<file path="src/rtl/fspid_pkg.sv">
// Shared constants, codes and types for the fan speed PID block.
package fspid_pkg;

   localparam int COUNT_BITS = 16;
   localparam int SPEED_W    = 22;
   localparam int DUTY_W     = 11;
   localparam int ERR_W      = 23;
   localparam int GAIN_W     = 8;
   localparam int CSR_IDX_W  = 2;
   localparam int CSR_DATA_W = 22;

   localparam int SPEED_SCALE = 50;
   localparam int SCALE_W     = 6;
   localparam int PROD_RAW_W  = COUNT_BITS + SCALE_W;
   localparam int PROD_W      = (PROD_RAW_W > SPEED_W) ? PROD_RAW_W : SPEED_W + 1;
   localparam int SPEED_MAX   = (1 << SPEED_W) - 1;
   localparam int DUTY_MAX    = 2000;

   typedef enum logic [1:0] {
      ACT_PULSE = 2'd0,
      ACT_TICK  = 2'd1,
      ACT_CLEAR = 2'd2
   } action_type;

   typedef enum logic [CSR_IDX_W-1:0] {
      CSR_TARGET = 2'd0,
      CSR_PROP   = 2'd1,
      CSR_INTEG  = 2'd2,
      CSR_DERIV  = 2'd3
   } csr_index_type;

   // Measurement stage result handed to the duty update
   typedef struct packed {
      logic                    tick;
      logic                    clear;
      logic                    fan_on;
      logic [SPEED_W-1:0]      speed;
      logic signed [ERR_W-1:0] e0;
      logic signed [ERR_W-1:0] e1;
      logic signed [ERR_W-1:0] e2;
   } meas_type;

endpackage

</file>
<file path="src/rtl/fspid_req_if.sv">
// Input item channel: action code and fan enable.
interface fspid_req_if;
   logic       valid;
   logic       ready;
   logic [1:0] action;
   logic       fan_on;

   modport source (output valid, output action, output fan_on, input ready);
   modport sink (input valid, input action, input fan_on, output ready);
endinterface

</file>
<file path="src/rtl/fspid_rsp_if.sv">
// Result item channel: measured speed, duty and update flag.
interface fspid_rsp_if;
   logic                           valid;
   logic                           ready;
   logic [fspid_pkg::SPEED_W-1:0]  speed;
   logic [fspid_pkg::DUTY_W-1:0]   duty;
   logic                           pid_ran;

   modport source (output valid, output speed, output duty, output pid_ran, input ready);
   modport sink (input valid, input speed, input duty, input pid_ran, output ready);
endinterface

</file>
<file path="src/rtl/fspid_meas.sv">
// Pulse counter, speed measurement and error history stage.
module fspid_meas (
   input  logic                             clock,
   input  logic                             reset,
   input  logic                             go,
   input  logic [1:0]                       action,
   input  logic                             fan_on,
   input  logic [fspid_pkg::SPEED_W-1:0]    target,
   output fspid_pkg::meas_type              meas
);

   logic [fspid_pkg::COUNT_BITS-1:0] cnt_ff;
   logic [fspid_pkg::COUNT_BITS-1:0] last_ff;
   logic signed [fspid_pkg::ERR_W-1:0] hist0_ff;
   logic signed [fspid_pkg::ERR_W-1:0] hist1_ff;
   fspid_pkg::meas_type meas_ff;
   fspid_pkg::meas_type meas_in;

   logic [fspid_pkg::COUNT_BITS-1:0] diff;
   logic [fspid_pkg::PROD_W-1:0]     prod;
   logic [fspid_pkg::SPEED_W-1:0]    speed;
   logic signed [fspid_pkg::ERR_W-1:0] err;
   fspid_pkg::action_type act;

   assign act  = fspid_pkg::action_type'(action);
   assign diff = cnt_ff - last_ff;
   assign prod = fspid_pkg::PROD_W'(diff) * fspid_pkg::PROD_W'(fspid_pkg::SPEED_SCALE);
   // saturate, only reachable with a counter wider than 16 bits
   assign speed = (prod > fspid_pkg::PROD_W'(fspid_pkg::SPEED_MAX)) ?
                  fspid_pkg::SPEED_W'(fspid_pkg::SPEED_MAX) : prod[fspid_pkg::SPEED_W-1:0];
   assign err = $signed({1'b0, speed}) - $signed({1'b0, target});

   always_comb begin
      meas_in.tick   = (act == fspid_pkg::ACT_TICK);
      meas_in.clear  = (act == fspid_pkg::ACT_CLEAR);
      meas_in.fan_on = fan_on;
      meas_in.speed  = speed;
      meas_in.e0     = err;
      meas_in.e1     = hist0_ff;
      meas_in.e2     = hist1_ff;
   end

   always_ff @(posedge clock) begin
      if (reset) begin
         cnt_ff   <= '0;
         last_ff  <= '0;
         hist0_ff <= '0;
         hist1_ff <= '0;
      end else if (go) begin
         unique case (act)
            fspid_pkg::ACT_PULSE: begin
               cnt_ff <= cnt_ff + 1'b1;
            end
            fspid_pkg::ACT_TICK: begin
               last_ff <= cnt_ff;
               if (fan_on) begin
                  hist0_ff <= err;
                  hist1_ff <= hist0_ff;
               end
            end
            fspid_pkg::ACT_CLEAR: begin
               cnt_ff   <= '0;
               last_ff  <= '0;
               hist0_ff <= '0;
               hist1_ff <= '0;
            end
            default: begin
            end
         endcase
      end
   end

   always_ff @(posedge clock) begin
      if (go) begin
         meas_ff <= meas_in;
      end
   end

   assign meas = meas_ff;

endmodule

</file>
<file path="src/rtl/fspid_duty.sv">
// Incremental PID step and duty clamp.
module fspid_duty (
   input  logic                              clock,
   input  logic                              reset,
   input  logic                              go,
   input  fspid_pkg::meas_type               meas,
   input  logic [fspid_pkg::GAIN_W-1:0]      gain_prop,
   input  logic [fspid_pkg::GAIN_W-1:0]      gain_integ,
   input  logic [fspid_pkg::GAIN_W-1:0]      gain_deriv,
   output logic [fspid_pkg::DUTY_W-1:0]      duty_next
);

   localparam int D1_W  = fspid_pkg::ERR_W + 1;
   localparam int D2_W  = fspid_pkg::ERR_W + 3;
   localparam int G_W   = fspid_pkg::GAIN_W + 1;
   localparam int TP_W  = D1_W + G_W;
   localparam int TI_W  = fspid_pkg::ERR_W + G_W;
   localparam int TD_W  = D2_W + G_W;
   localparam int SUM_W = TD_W + 2;
   localparam int NV_W  = SUM_W + 1;

   logic [fspid_pkg::DUTY_W-1:0] duty_ff;
   logic [fspid_pkg::DUTY_W-1:0] duty_in;

   logic signed [D1_W-1:0]  d01;
   logic signed [D2_W-1:0]  d012;
   logic signed [TP_W-1:0]  tp;
   logic signed [TI_W-1:0]  ti;
   logic signed [TD_W-1:0]  td;
   logic signed [SUM_W-1:0] delta;
   logic signed [NV_W-1:0]  nv;
   logic [fspid_pkg::DUTY_W-1:0] clamped;

   assign d01  = D1_W'(meas.e0) - D1_W'(meas.e1);
   assign d012 = D2_W'(meas.e0) + D2_W'(meas.e2) - (D2_W'(meas.e1) <<< 1);
   assign tp   = TP_W'(d01) * TP_W'($signed({1'b0, gain_prop}));
   assign ti   = TI_W'(meas.e0) * TI_W'($signed({1'b0, gain_integ}));
   assign td   = TD_W'(d012) * TD_W'($signed({1'b0, gain_deriv}));
   assign delta = SUM_W'(tp) + SUM_W'(ti) + SUM_W'(td);
   assign nv   = $signed({{(NV_W-fspid_pkg::DUTY_W){1'b0}}, duty_ff}) - NV_W'(delta);

   always_comb begin
      priority if (nv < 0) begin
         clamped = '0;
      end else if (nv > NV_W'(fspid_pkg::DUTY_MAX)) begin
         clamped = fspid_pkg::DUTY_W'(fspid_pkg::DUTY_MAX);
      end else begin
         clamped = nv[fspid_pkg::DUTY_W-1:0];
      end
   end

   always_comb begin
      priority if (meas.clear) begin
         duty_in = '0;
      end else if (meas.tick && meas.fan_on) begin
         duty_in = clamped;
      end else begin
         duty_in = duty_ff;
      end
   end

   always_ff @(posedge clock) begin
      if (reset) begin
         duty_ff <= '0;
      end else if (go) begin
         duty_ff <= duty_in;
      end
   end

   assign duty_next = duty_in;

endmodule

</file>
<file path="src/rtl/fan_speed_incremental_pid.sv">
// Top level of the fan speed regulator with incremental PID duty control.
//
//  channel   direction  payload                       accepted when
//  req_ch    in         action, fan_on                valid & ready
//  rsp_ch    out        speed, duty, pid_ran          valid & ready
//  csr_*     in         index, data (22 bits)         csr_wr_en
//
// One item per cycle unless a tick waits for the output register. An item
// passes the input register, the measurement stage and the duty stage.
// Pulses and clears leave no result and need no room on rsp_ch,
// but they queue behind a tick that waits for the output register.
// Stages with a bubble keep accepting while a result waits in the output register.
// Synchronous reset clears all counters, history, duty, gains and target.
module fan_speed_incremental_pid (
   input  logic                               clock,
   input  logic                               reset,
   fspid_req_if.sink                          req_ch,
   fspid_rsp_if.source                        rsp_ch,
   input  logic                               csr_wr_en,
   input  logic [fspid_pkg::CSR_IDX_W-1:0]    csr_index,
   input  logic [fspid_pkg::CSR_DATA_W-1:0]   csr_data
);

   logic [fspid_pkg::SPEED_W-1:0] target_ff;
   logic [fspid_pkg::GAIN_W-1:0]  gain_prop_ff;
   logic [fspid_pkg::GAIN_W-1:0]  gain_integ_ff;
   logic [fspid_pkg::GAIN_W-1:0]  gain_deriv_ff;

   logic       a_valid_ff;
   logic [1:0] a_action_ff;
   logic       a_fan_ff;
   logic       b_valid_ff;
   logic       rsp_valid_ff;
   logic       rsp_valid_in;
   logic [fspid_pkg::SPEED_W-1:0] rsp_speed_ff;
   logic [fspid_pkg::DUTY_W-1:0]  rsp_duty_ff;
   logic                          rsp_ran_ff;

   fspid_pkg::meas_type meas;
   logic [fspid_pkg::DUTY_W-1:0] duty_next;

   logic out_free;
   logic b_go;
   logic b_ready;
   logic a_go;
   logic a_ready;
   logic emit;

   assign out_free = !rsp_valid_ff || rsp_ch.ready;
   // non-tick items retire at the duty stage without needing the output
   assign b_go     = b_valid_ff && (!meas.tick || out_free);
   assign b_ready  = !b_valid_ff || b_go;
   assign a_go     = a_valid_ff && b_ready;
   assign a_ready  = !a_valid_ff || a_go;
   assign emit     = b_go && meas.tick;

   assign req_ch.ready = a_ready;

   always_ff @(posedge clock) begin
      if (reset) begin
         target_ff     <= '0;
         gain_prop_ff  <= '0;
         gain_integ_ff <= '0;
         gain_deriv_ff <= '0;
      end else if (csr_wr_en) begin
         unique case (fspid_pkg::csr_index_type'(csr_index))
            fspid_pkg::CSR_TARGET: target_ff     <= csr_data[fspid_pkg::SPEED_W-1:0];
            fspid_pkg::CSR_PROP:   gain_prop_ff  <= csr_data[fspid_pkg::GAIN_W-1:0];
            fspid_pkg::CSR_INTEG:  gain_integ_ff <= csr_data[fspid_pkg::GAIN_W-1:0];
            fspid_pkg::CSR_DERIV:  gain_deriv_ff <= csr_data[fspid_pkg::GAIN_W-1:0];
            default: begin
            end
         endcase
      end
   end

   always_ff @(posedge clock) begin
      if (reset) begin
         a_valid_ff <= 1'b0;
      end else if (a_ready) begin
         a_valid_ff <= req_ch.valid;
      end
   end

   always_ff @(posedge clock) begin
      if (a_ready && req_ch.valid) begin
         a_action_ff <= req_ch.action;
         a_fan_ff    <= req_ch.fan_on;
      end
   end

   always_ff @(posedge clock) begin
      if (reset) begin
         b_valid_ff <= 1'b0;
      end else if (b_ready) begin
         b_valid_ff <= a_valid_ff;
      end
   end

   fspid_meas u_meas (
      .clock  (clock),
      .reset  (reset),
      .go     (a_go),
      .action (a_action_ff),
      .fan_on (a_fan_ff),
      .target (target_ff),
      .meas   (meas)
   );

   fspid_duty u_duty (
      .clock      (clock),
      .reset      (reset),
      .go         (b_go),
      .meas       (meas),
      .gain_prop  (gain_prop_ff),
      .gain_integ (gain_integ_ff),
      .gain_deriv (gain_deriv_ff),
      .duty_next  (duty_next)
   );

   always_comb begin
      priority if (emit) begin
         rsp_valid_in = 1'b1;
      end else if (rsp_ch.ready) begin
         rsp_valid_in = 1'b0;
      end else begin
         rsp_valid_in = rsp_valid_ff;
      end
   end

   always_ff @(posedge clock) begin
      if (reset) begin
         rsp_valid_ff <= 1'b0;
      end else begin
         rsp_valid_ff <= rsp_valid_in;
      end
   end

   always_ff @(posedge clock) begin
      if (emit) begin
         rsp_speed_ff <= meas.speed;
         rsp_duty_ff  <= duty_next;
         rsp_ran_ff   <= meas.fan_on;
      end
   end

   assign rsp_ch.valid   = rsp_valid_ff;
   assign rsp_ch.speed   = rsp_speed_ff;
   assign rsp_ch.duty    = rsp_duty_ff;
   assign rsp_ch.pid_ran = rsp_ran_ff;

endmodule

</file>
<file path="src/flat_wrapper.sv">
// flat-port wrapper written by rule: the top's interface ports become plain ports
module fan_speed_incremental_pid_flat 
  (clock, reset, csr_wr_en, csr_index, csr_data, req_ch_valid, req_ch_action, req_ch_fan_on, req_ch_ready, rsp_ch_valid, rsp_ch_speed, rsp_ch_duty, rsp_ch_pid_ran, rsp_ch_ready);
  fspid_req_if req_ch_i ();
  fspid_rsp_if rsp_ch_i ();
  input  logic clock;
  input  logic reset;
  input  logic csr_wr_en;
  input  logic [fspid_pkg::CSR_IDX_W-1:0] csr_index;
  input  logic [fspid_pkg::CSR_DATA_W-1:0] csr_data;
  input wire logic [$bits(req_ch_i.valid)-1:0] req_ch_valid;
  input wire logic [$bits(req_ch_i.action)-1:0] req_ch_action;
  input wire logic [$bits(req_ch_i.fan_on)-1:0] req_ch_fan_on;
  output wire logic [$bits(req_ch_i.ready)-1:0] req_ch_ready;
  output wire logic [$bits(rsp_ch_i.valid)-1:0] rsp_ch_valid;
  output wire logic [$bits(rsp_ch_i.speed)-1:0] rsp_ch_speed;
  output wire logic [$bits(rsp_ch_i.duty)-1:0] rsp_ch_duty;
  output wire logic [$bits(rsp_ch_i.pid_ran)-1:0] rsp_ch_pid_ran;
  input wire logic [$bits(rsp_ch_i.ready)-1:0] rsp_ch_ready;
  assign req_ch_i.valid = req_ch_valid;
  assign req_ch_i.action = req_ch_action;
  assign req_ch_i.fan_on = req_ch_fan_on;
  assign req_ch_ready = req_ch_i.ready;
  assign rsp_ch_valid = rsp_ch_i.valid;
  assign rsp_ch_speed = rsp_ch_i.speed;
  assign rsp_ch_duty = rsp_ch_i.duty;
  assign rsp_ch_pid_ran = rsp_ch_i.pid_ran;
  assign rsp_ch_i.ready = rsp_ch_ready;
  fan_speed_incremental_pid u_core (.clock(clock), .reset(reset), .req_ch(req_ch_i), .rsp_ch(rsp_ch_i), .csr_wr_en(csr_wr_en), .csr_index(csr_index), .csr_data(csr_data));
endmodule
</file>
<file path="config.mk">
export PLATFORM = sky130hd
export DESIGN_NAME = fan_speed_incremental_pid_flat
export DESIGN_NICKNAME = d
export VERILOG_FILES = /design/src/rtl/fspid_pkg.sv /design/src/rtl/fspid_req_if.sv /design/src/rtl/fspid_rsp_if.sv /design/src/rtl/fspid_meas.sv /design/src/rtl/fspid_duty.sv /design/src/rtl/fan_speed_incremental_pid.sv /design/src/flat_wrapper.sv
export SDC_FILE = /design/constraint.sdc
export NUM_CORES = 2
export LEC_CHECK = 0
export BUFFER_PORTS_ARGS = -buffer_cell sky130_fd_sc_hd__buf_2
export CAP_MARGIN = 5
export CORE_MARGIN = 2
export CORE_UTILIZATION = 55
export DETAILED_ROUTE_END_ITERATION = 16
export PLACE_DENSITY = 0.78
export SYNTH_ARGS = -nofsm -noshare
export SYNTH_HDL_FRONTEND = slang
export SYNTH_SLANG_ARGS = --single-unit
</file>
<file path="constraint.sdc">
create_clock -name clock -period 12.4 [get_ports clock]
set_clock_uncertainty 0.15 [all_clocks]
set_input_delay 1.24 -clock clock [delete_from_list [all_inputs] [get_ports clock]]
set_output_delay 1.24 -clock clock [all_outputs]
set_load 0.1 [all_outputs]
</file>
Word-level counts from Yosys, hierarchy flattened
Index checks and enable logic that the tools add are counted.
Word-level totals
  output and inout port bits: 36
  flip-flop bits (word level): 269
Operators by class
  reductions and logical operators: 25
  equal/unequal tests: 6
  mux-type cells: 13
  $mul: 4
  add/subtract/negate cells: 9
  order comparisons: 3
Operators with widths (count)
  $pmux 23 s2: 2
  $pmux 16 s2: 2
  $mux 23: 2
  $mux 11: 4
  $gt 36x12->1 const B: 1
  $lt 36x1->1 const B: 1
  $sub 12x35->36: 1
  $add 34x34->35: 1
  $add 33x32->34: 1
  $mul 25x9->34: 1
  $mul 24x9->33: 1
  $mul 23x9->32: 1
  $sub 24x24->25: 1
  $add 23x23->24: 1
  $sub 23x23->24: 1
  $sub 22x22->23: 1
  $gt 22x22->1 const B: 1
  $mux 22: 1
  $mul 16x5->21 const B: 1
  $add 16x1->16 const B: 1
  $sub 16x16->16: 1
  $reduce_and 2->1: 6
  $eq 2x2->1 const B: 3
  $reduce_bool 2->1: 3
  8 further kinds: 21

Depth between registers and ports, before layout
  word-level depth: 10
  gate-level depth with buffers: 41

Cells and area by module
A second synthesis with hierarchy kept.
Second synthesis, totals
  cells, all modules: 4270
  area total of the unflattened synthesis: 39584.2 um^2
Modules (own cells, without submodules)
  fspid_duty: cells each 3093, instances 1, area each 26885.8 um^2
  fspid_meas: cells each 945, instances 1, area each 9520.4 um^2
  fan_speed_incremental_pid: cells each 232, instances 1, area each 3178.0 um^2

Worst setup path after synthesis
OpenSTA, ideal clock, no wires.
  path type: register to register
  from: register u_core.u_meas.meas_ff, in the netlist u_core.u_meas.meas[24]
  to: register u_core.rsp_duty_ff, in the netlist u_core.rsp_ch.duty[10] (data pin)
  arrival: 10.193 ns
  path buffers: 0
  setup time: 0.257 ns
  cell stages (with the launch flop): 37
  data required time: 11.993 ns
  slack: 1.800 ns
  cells stage by stage: edfxtp_1 inv_1 fa_1 ha_1 o21a_1 o21a_1 o21ai_1 o22ai_1 o41ai_2 o211ai_1 a41oi_1 o21ai_1 a31oi_4 mux2_2 fa_1 fa_1 inv_1 fa_1 fa_1 inv_1 fa_1 fa_1 fa_1 inv_1 fa_1 inv_1 ha_1 a21o_1 a211o_1 a41o_1 a2111oi_2 o2111ai_1 nor4_1 nand4_2 nor4_4 nand3_1 a32o_2
Between the ends
  cells in the longest elaborated chain, start to end: 10
Ends and longest elaborated chain
  from (decl): line fspid_meas.sv:16  | fspid_pkg::meas_type meas_ff;
  from (signal assigned): line fspid_meas.sv:75  | meas_ff <= meas_in;
  $sub 23x23->24: line fspid_duty.sv:34  | assign d01 = D1_W'(meas.e0) - D1_W'(meas.e1);
  $mul 24x9->33: line fspid_duty.sv:36  | assign tp = TP_W'(d01) * TP_W'($signed({1'b0, gain_prop}));
  $add 33x32->34: line fspid_duty.sv:39  | assign delta = SUM_W'(tp) + SUM_W'(ti) + SUM_W'(td);
  $add 34x34->35 (*): line fspid_duty.sv:39
  $sub 12x35->36 (*): line fspid_duty.sv:40  | assign nv = $signed({{(NV_W-fspid_pkg::DUTY_W){1'b0}}, duty_ff}) - NV_W'(delta);
  $gt 36x12->1: line fspid_duty.sv:45  | end else if (nv > NV_W'(fspid_pkg::DUTY_MAX)) begin
  $mux 11: line fspid_duty.sv:45
  $mux 11 (*): line fspid_duty.sv:43  | priority if (nv < 0) begin
  $mux 11 (*): line fspid_duty.sv:55  | end else if (meas.tick && meas.fan_on) begin
  $mux 11 (*): line fspid_duty.sv:53  | priority if (meas.clear) begin
  net u_core.duty_next, one bit: line fan_speed_incremental_pid.sv:40  | logic [fspid_pkg::DUTY_W-1:0] duty_next;
  to (signal assigned): line fan_speed_incremental_pid.sv:142  | rsp_duty_ff <= duty_next;
  to (decl): line fan_speed_incremental_pid.sv:36  | logic [fspid_pkg::DUTY_W-1:0] rsp_duty_ff;
Mark *: on every way through the listed nets, which the timed path passes. The rest lies on a longest branch.
A chain may end at the register's enable or synchronous reset.

Final worst setup path
  from: register u_core.u_meas.meas_ff, in the netlist u_core.u_meas.meas[48]
  to: register u_core.rsp_duty_ff, in the netlist u_core.rsp_ch.duty[6] (data pin)
Between the ends
  cells in the longest elaborated chain, start to end: 10
Ends and longest elaborated chain (line)
  $sub 23x23->24 / $add 23x23->24 (equally long branches): fspid_duty.sv:34, fspid_duty.sv:35
  $mul 24x9->33 / $sub 24x24->25 (equally long branches): fspid_duty.sv:36, fspid_duty.sv:35
  $add 33x32->34 / $mul 25x9->34 (equally long branches): fspid_duty.sv:39, fspid_duty.sv:38
  $add 34x34->35 (*): fspid_duty.sv:39
  $sub 12x35->36 (*): fspid_duty.sv:40
  $gt 36x12->1: fspid_duty.sv:45
  $mux 11: fspid_duty.sv:45
  $mux 11 (*): fspid_duty.sv:43
  $mux 11 (*): fspid_duty.sv:55
  $mux 11 (*): fspid_duty.sv:53
  net u_core.duty_next, one bit: fan_speed_incremental_pid.sv:40
Marked as above.

==> impl_metrics.env <==
export IMPL_status="finished, final reports clean"
export IMPL_synthCells=4272
export IMPL_cts_path_max_buffers=3
export IMPL_finalNetCount=5317
export IMPL_final_cell_mix="961 x inv_1, 650 x fa_1, 403 x nand2_1"
export IMPL_cp_end_kind="flip-flop"
export IMPL_cts_root_buffer="clkbuf_16"
export IMPL_ys_ff_latch=267
export IMPL_cts_tree="done"
export IMPL_finalMaxSlewViolations=0
export IMPL_io_buffers=66
export IMPL_synth_xor_area_share_pct=2.67
export IMPL_die_w_um=272
export IMPL_hold_buffers=0
export IMPL_antenna_found_initial=3
export IMPL_grt_max_degree=83
export IMPL_crit_top_cell="fa_1"
export IMPL_grt_pass1_wl_mm=159
export IMPL_n_fill_cell=6008
export IMPL_cts_setup_buffers=0
export IMPL_clk_pin_slew_ns=0.06
export IMPL_cp_arrival_ns=11.94
export IMPL_vias=29000
export IMPL_insertion_delay_ns=0.58
export IMPL_synthSimpleGateAreaFrac_pct=16.5
export IMPL_max_slew_worst_pin_slew_ns=1.25
export IMPL_worst_setup_path_type="reg -> reg"
export IMPL_grt_use_total_pct=27.1
export IMPL_fin_crit_sh_pct=94.8
export IMPL_synth_area_per_cell_um2=9.21
export IMPL_setup_viol=0
export IMPL_gp_congestion=0.909
export IMPL_rsz0062_at_grt="no"
export IMPL_r2r_start="u_core.u_meas.meas[48]"
export IMPL_finalWirelength_mm=97.9
export IMPL_die_area_um2=73700
export IMPL_cts_sinks=267
export IMPL_fmax_mhz=85.0
export IMPL_cts_buffers=27
export IMPL_fp_dieH_um=272
export IMPL_tns_ns=0
export IMPL_grt_overflow=0
export IMPL_syn_nets=5305
export IMPL_relSlewSlack_pct=15.7
export IMPL_synthAdderAreaFrac_pct=44.2
export IMPL_final_common_cell="inv_1"
export IMPL_drive_gt1_share_pct=5.30
export IMPL_synth_async_reset_ratio_pct=0
export IMPL_r2r_end="u_core.rsp_ch.duty[6]"
export IMPL_row_count=98
export IMPL_synth_edff_count=129
export IMPL_hp_class="reg -> reg"
export IMPL_drv_cap=0
export IMPL_avgRoutedWirePerCell_um=18.6
export IMPL_worst_path_max_delay_cell="a31oi_2"
export IMPL_synth_cell_types=90
export IMPL_yosysSeqAreaShare_pct=16.9
export IMPL_holdPathEnd="u_core.rsp_ch.speed[2]"
export IMPL_first_pass_iters=6
export IMPL_path_max_fanout=10
export IMPL_worst_ep_required_time_ns=12.58
export IMPL_reg2reg_slack_ns=0.64
export IMPL_hold_violations=0
export IMPL_fin_util_pct=58.6
export IMPL_dp_hpwl_mm=81.9
export IMPL_synth_warnings=0
export IMPL_cp_slowest_stage_delay_ns=0.62
export IMPL_drt_iter0_drc=2007
export IMPL_vias_per_cell=5.52
export IMPL_pre_cts_ws_ns=0.671
export IMPL_initial_utilization_pct=55.4
export IMPL_ff2ff_path_depth=35
export IMPL_ant_nets=0
export IMPL_ys_flop_type="dfxtp_1"
export IMPL_ctsResizeCount=0
export IMPL_syn_area_um2=39400
export IMPL_synth_compound_area_share_pct=7.64
export IMPL_worstHoldStart="u_core.u_meas.meas[71]"
export IMPL_core_area_um2=71100
export IMPL_ioPinCount=68
export IMPL_setup_ws_ns=0.639
export IMPL_area_growth_pct=5.81
export IMPL_synth_top_family_by_area="adder cells"
export IMPL_grt_pass1_vias=30100
export IMPL_drc=0
export IMPL_period_needed_ns=11.76
export IMPL_insertedDiodeCount=0
export IMPL_min_path_cells=0
export IMPL_critPathLaunchType="flip-flop"
export IMPL_htree_levels=1
export IMPL_synthMuxAreaShare_pct=1.53
state kept, by name, summed over array words and instances, names as in the netlist, 2 cells and up:
register / flops
u_core.a_action_ff: 2
u_core.gain_deriv_ff: 8
u_core.gain_integ_ff: 8
u_core.gain_prop_ff: 8
u_core.rsp_ch.duty: 11
u_core.rsp_ch.speed: 21
u_core.target_ff: 22
u_core.u_duty.duty_ff: 11
u_core.u_meas.cnt_ff: 16
u_core.u_meas.hist0_ff: 23
u_core.u_meas.hist1_ff: 23
u_core.u_meas.last_ff: 16
u_core.u_meas.meas: 93
cell type report:
type | count | area, um^2 | area share, %
clock buffer | 38 | 787 | 1.89
sequential | 267 | 6640 | 15.9
inverter | 963 | 3620 | 8.68
multi-input combinational | 2909 | 28600 | 68.6
tap | 950 | 1190 | 2.85
clock inverter | 12 | 140 | 0.336
timing repair buffer | 116 | 708 | 1.70
cell usage after synthesis, types with 42 or more instances:
cell type / number / share of area [%]
nor3b_1: 50 / 0.95
fa_1: 650 / 33
mux2i_1: 42 / 1.1
nor2b_1: 62 / 0.99
inv_1: 962 / 9.2
clkbuf_1: 117 / 1.1
a21oi_1: 149 / 1.9
xnor2_1: 79 / 1.8
nor3_1: 42 / 0.53
dfxtp_1: 138 / 7.0
nand3_1: 77 / 0.98
nor2_1: 211 / 2.0
edfxtp_1: 129 / 9.8
ha_1: 351 / 11
nand2_1: 404 / 3.9
and2_1: 287 / 4.6
o21ai_0: 47 / 0.60
kinds of logic (layout without fill, tap and decap cells):
logic type | Yosys count | in the layout
multiplexers | 58 | 58
AO/OA/AOI/OAI | 450 | 450
adder cells (fa/ha/maj) | 1001 | 1001
AND/OR/NAND/NOR | 1279 | 1279
other | 1 | 1
buffers and inverters | 1096 | 1129
XOR/XNOR | 120 | 120
flip-flops | 267 | 267
stage by stage:
step                instance area [um^2]  hold slack (ns)  cells
floorplan                          39400            0.250   4272
global placement                   40700            0.252   5205
detailed placement                 40700            0.258   5205
CTS                                41700            0.255   5255
global route                       41700            0.275   5255
finish                             41700            0.269   5255
critical path: cells and delay by family, from the launching register on:
| kind | cells | cell delay, ns |
|---|---|---|
| compound gates | 11 | 3.01 |
| mux | 1 | 0.43 |
| simple gates | 8 | 2.09 |
| buf+inv | 4 | 0.20 |
| flops | 1 | 0.55 |
| fa+ha+maj | 11 | 5.12 |
metal layers:
metal | part of all wire [%] | routed length (um) | vias up | global-route usage (%)
met5 | 0 | 0 | - | 0
met4 | 3.2 | 3180 | 0 | 8.34
met3 | 7.5 | 7360 | 205 | 4.13
met2 | 49 | 47600 | 1035 | 46.2
met1 | 41 | 39700 | 14400 | 35.6
li1 | - | - | 13300 | -
worst max path at each step:
stage                                      start                     end  slack, ns  cells after the start
final                     u_core.u_meas.meas[48]   u_core.rsp_ch.duty[6]       0.64                     35
after global routing      u_core.u_meas.meas[48]   u_core.rsp_ch.duty[4]       0.06                     36
after CTS                 u_core.u_meas.meas[48]   u_core.rsp_ch.duty[6]       0.70                     35
after detailed placement  u_core.u_meas.meas[48]   u_core.rsp_ch.duty[6]       0.67                     35
after global placement    u_core.u_meas.meas[48]   u_core.rsp_ch.duty[6]       0.86                     35
after floorplan           u_core.u_meas.meas[24]  u_core.rsp_ch.duty[10]       1.80                     36
Power is left out: the tool's default activity adds up to more than one toggle a clock period on the data nets, which glitch-free logic cannot reach.
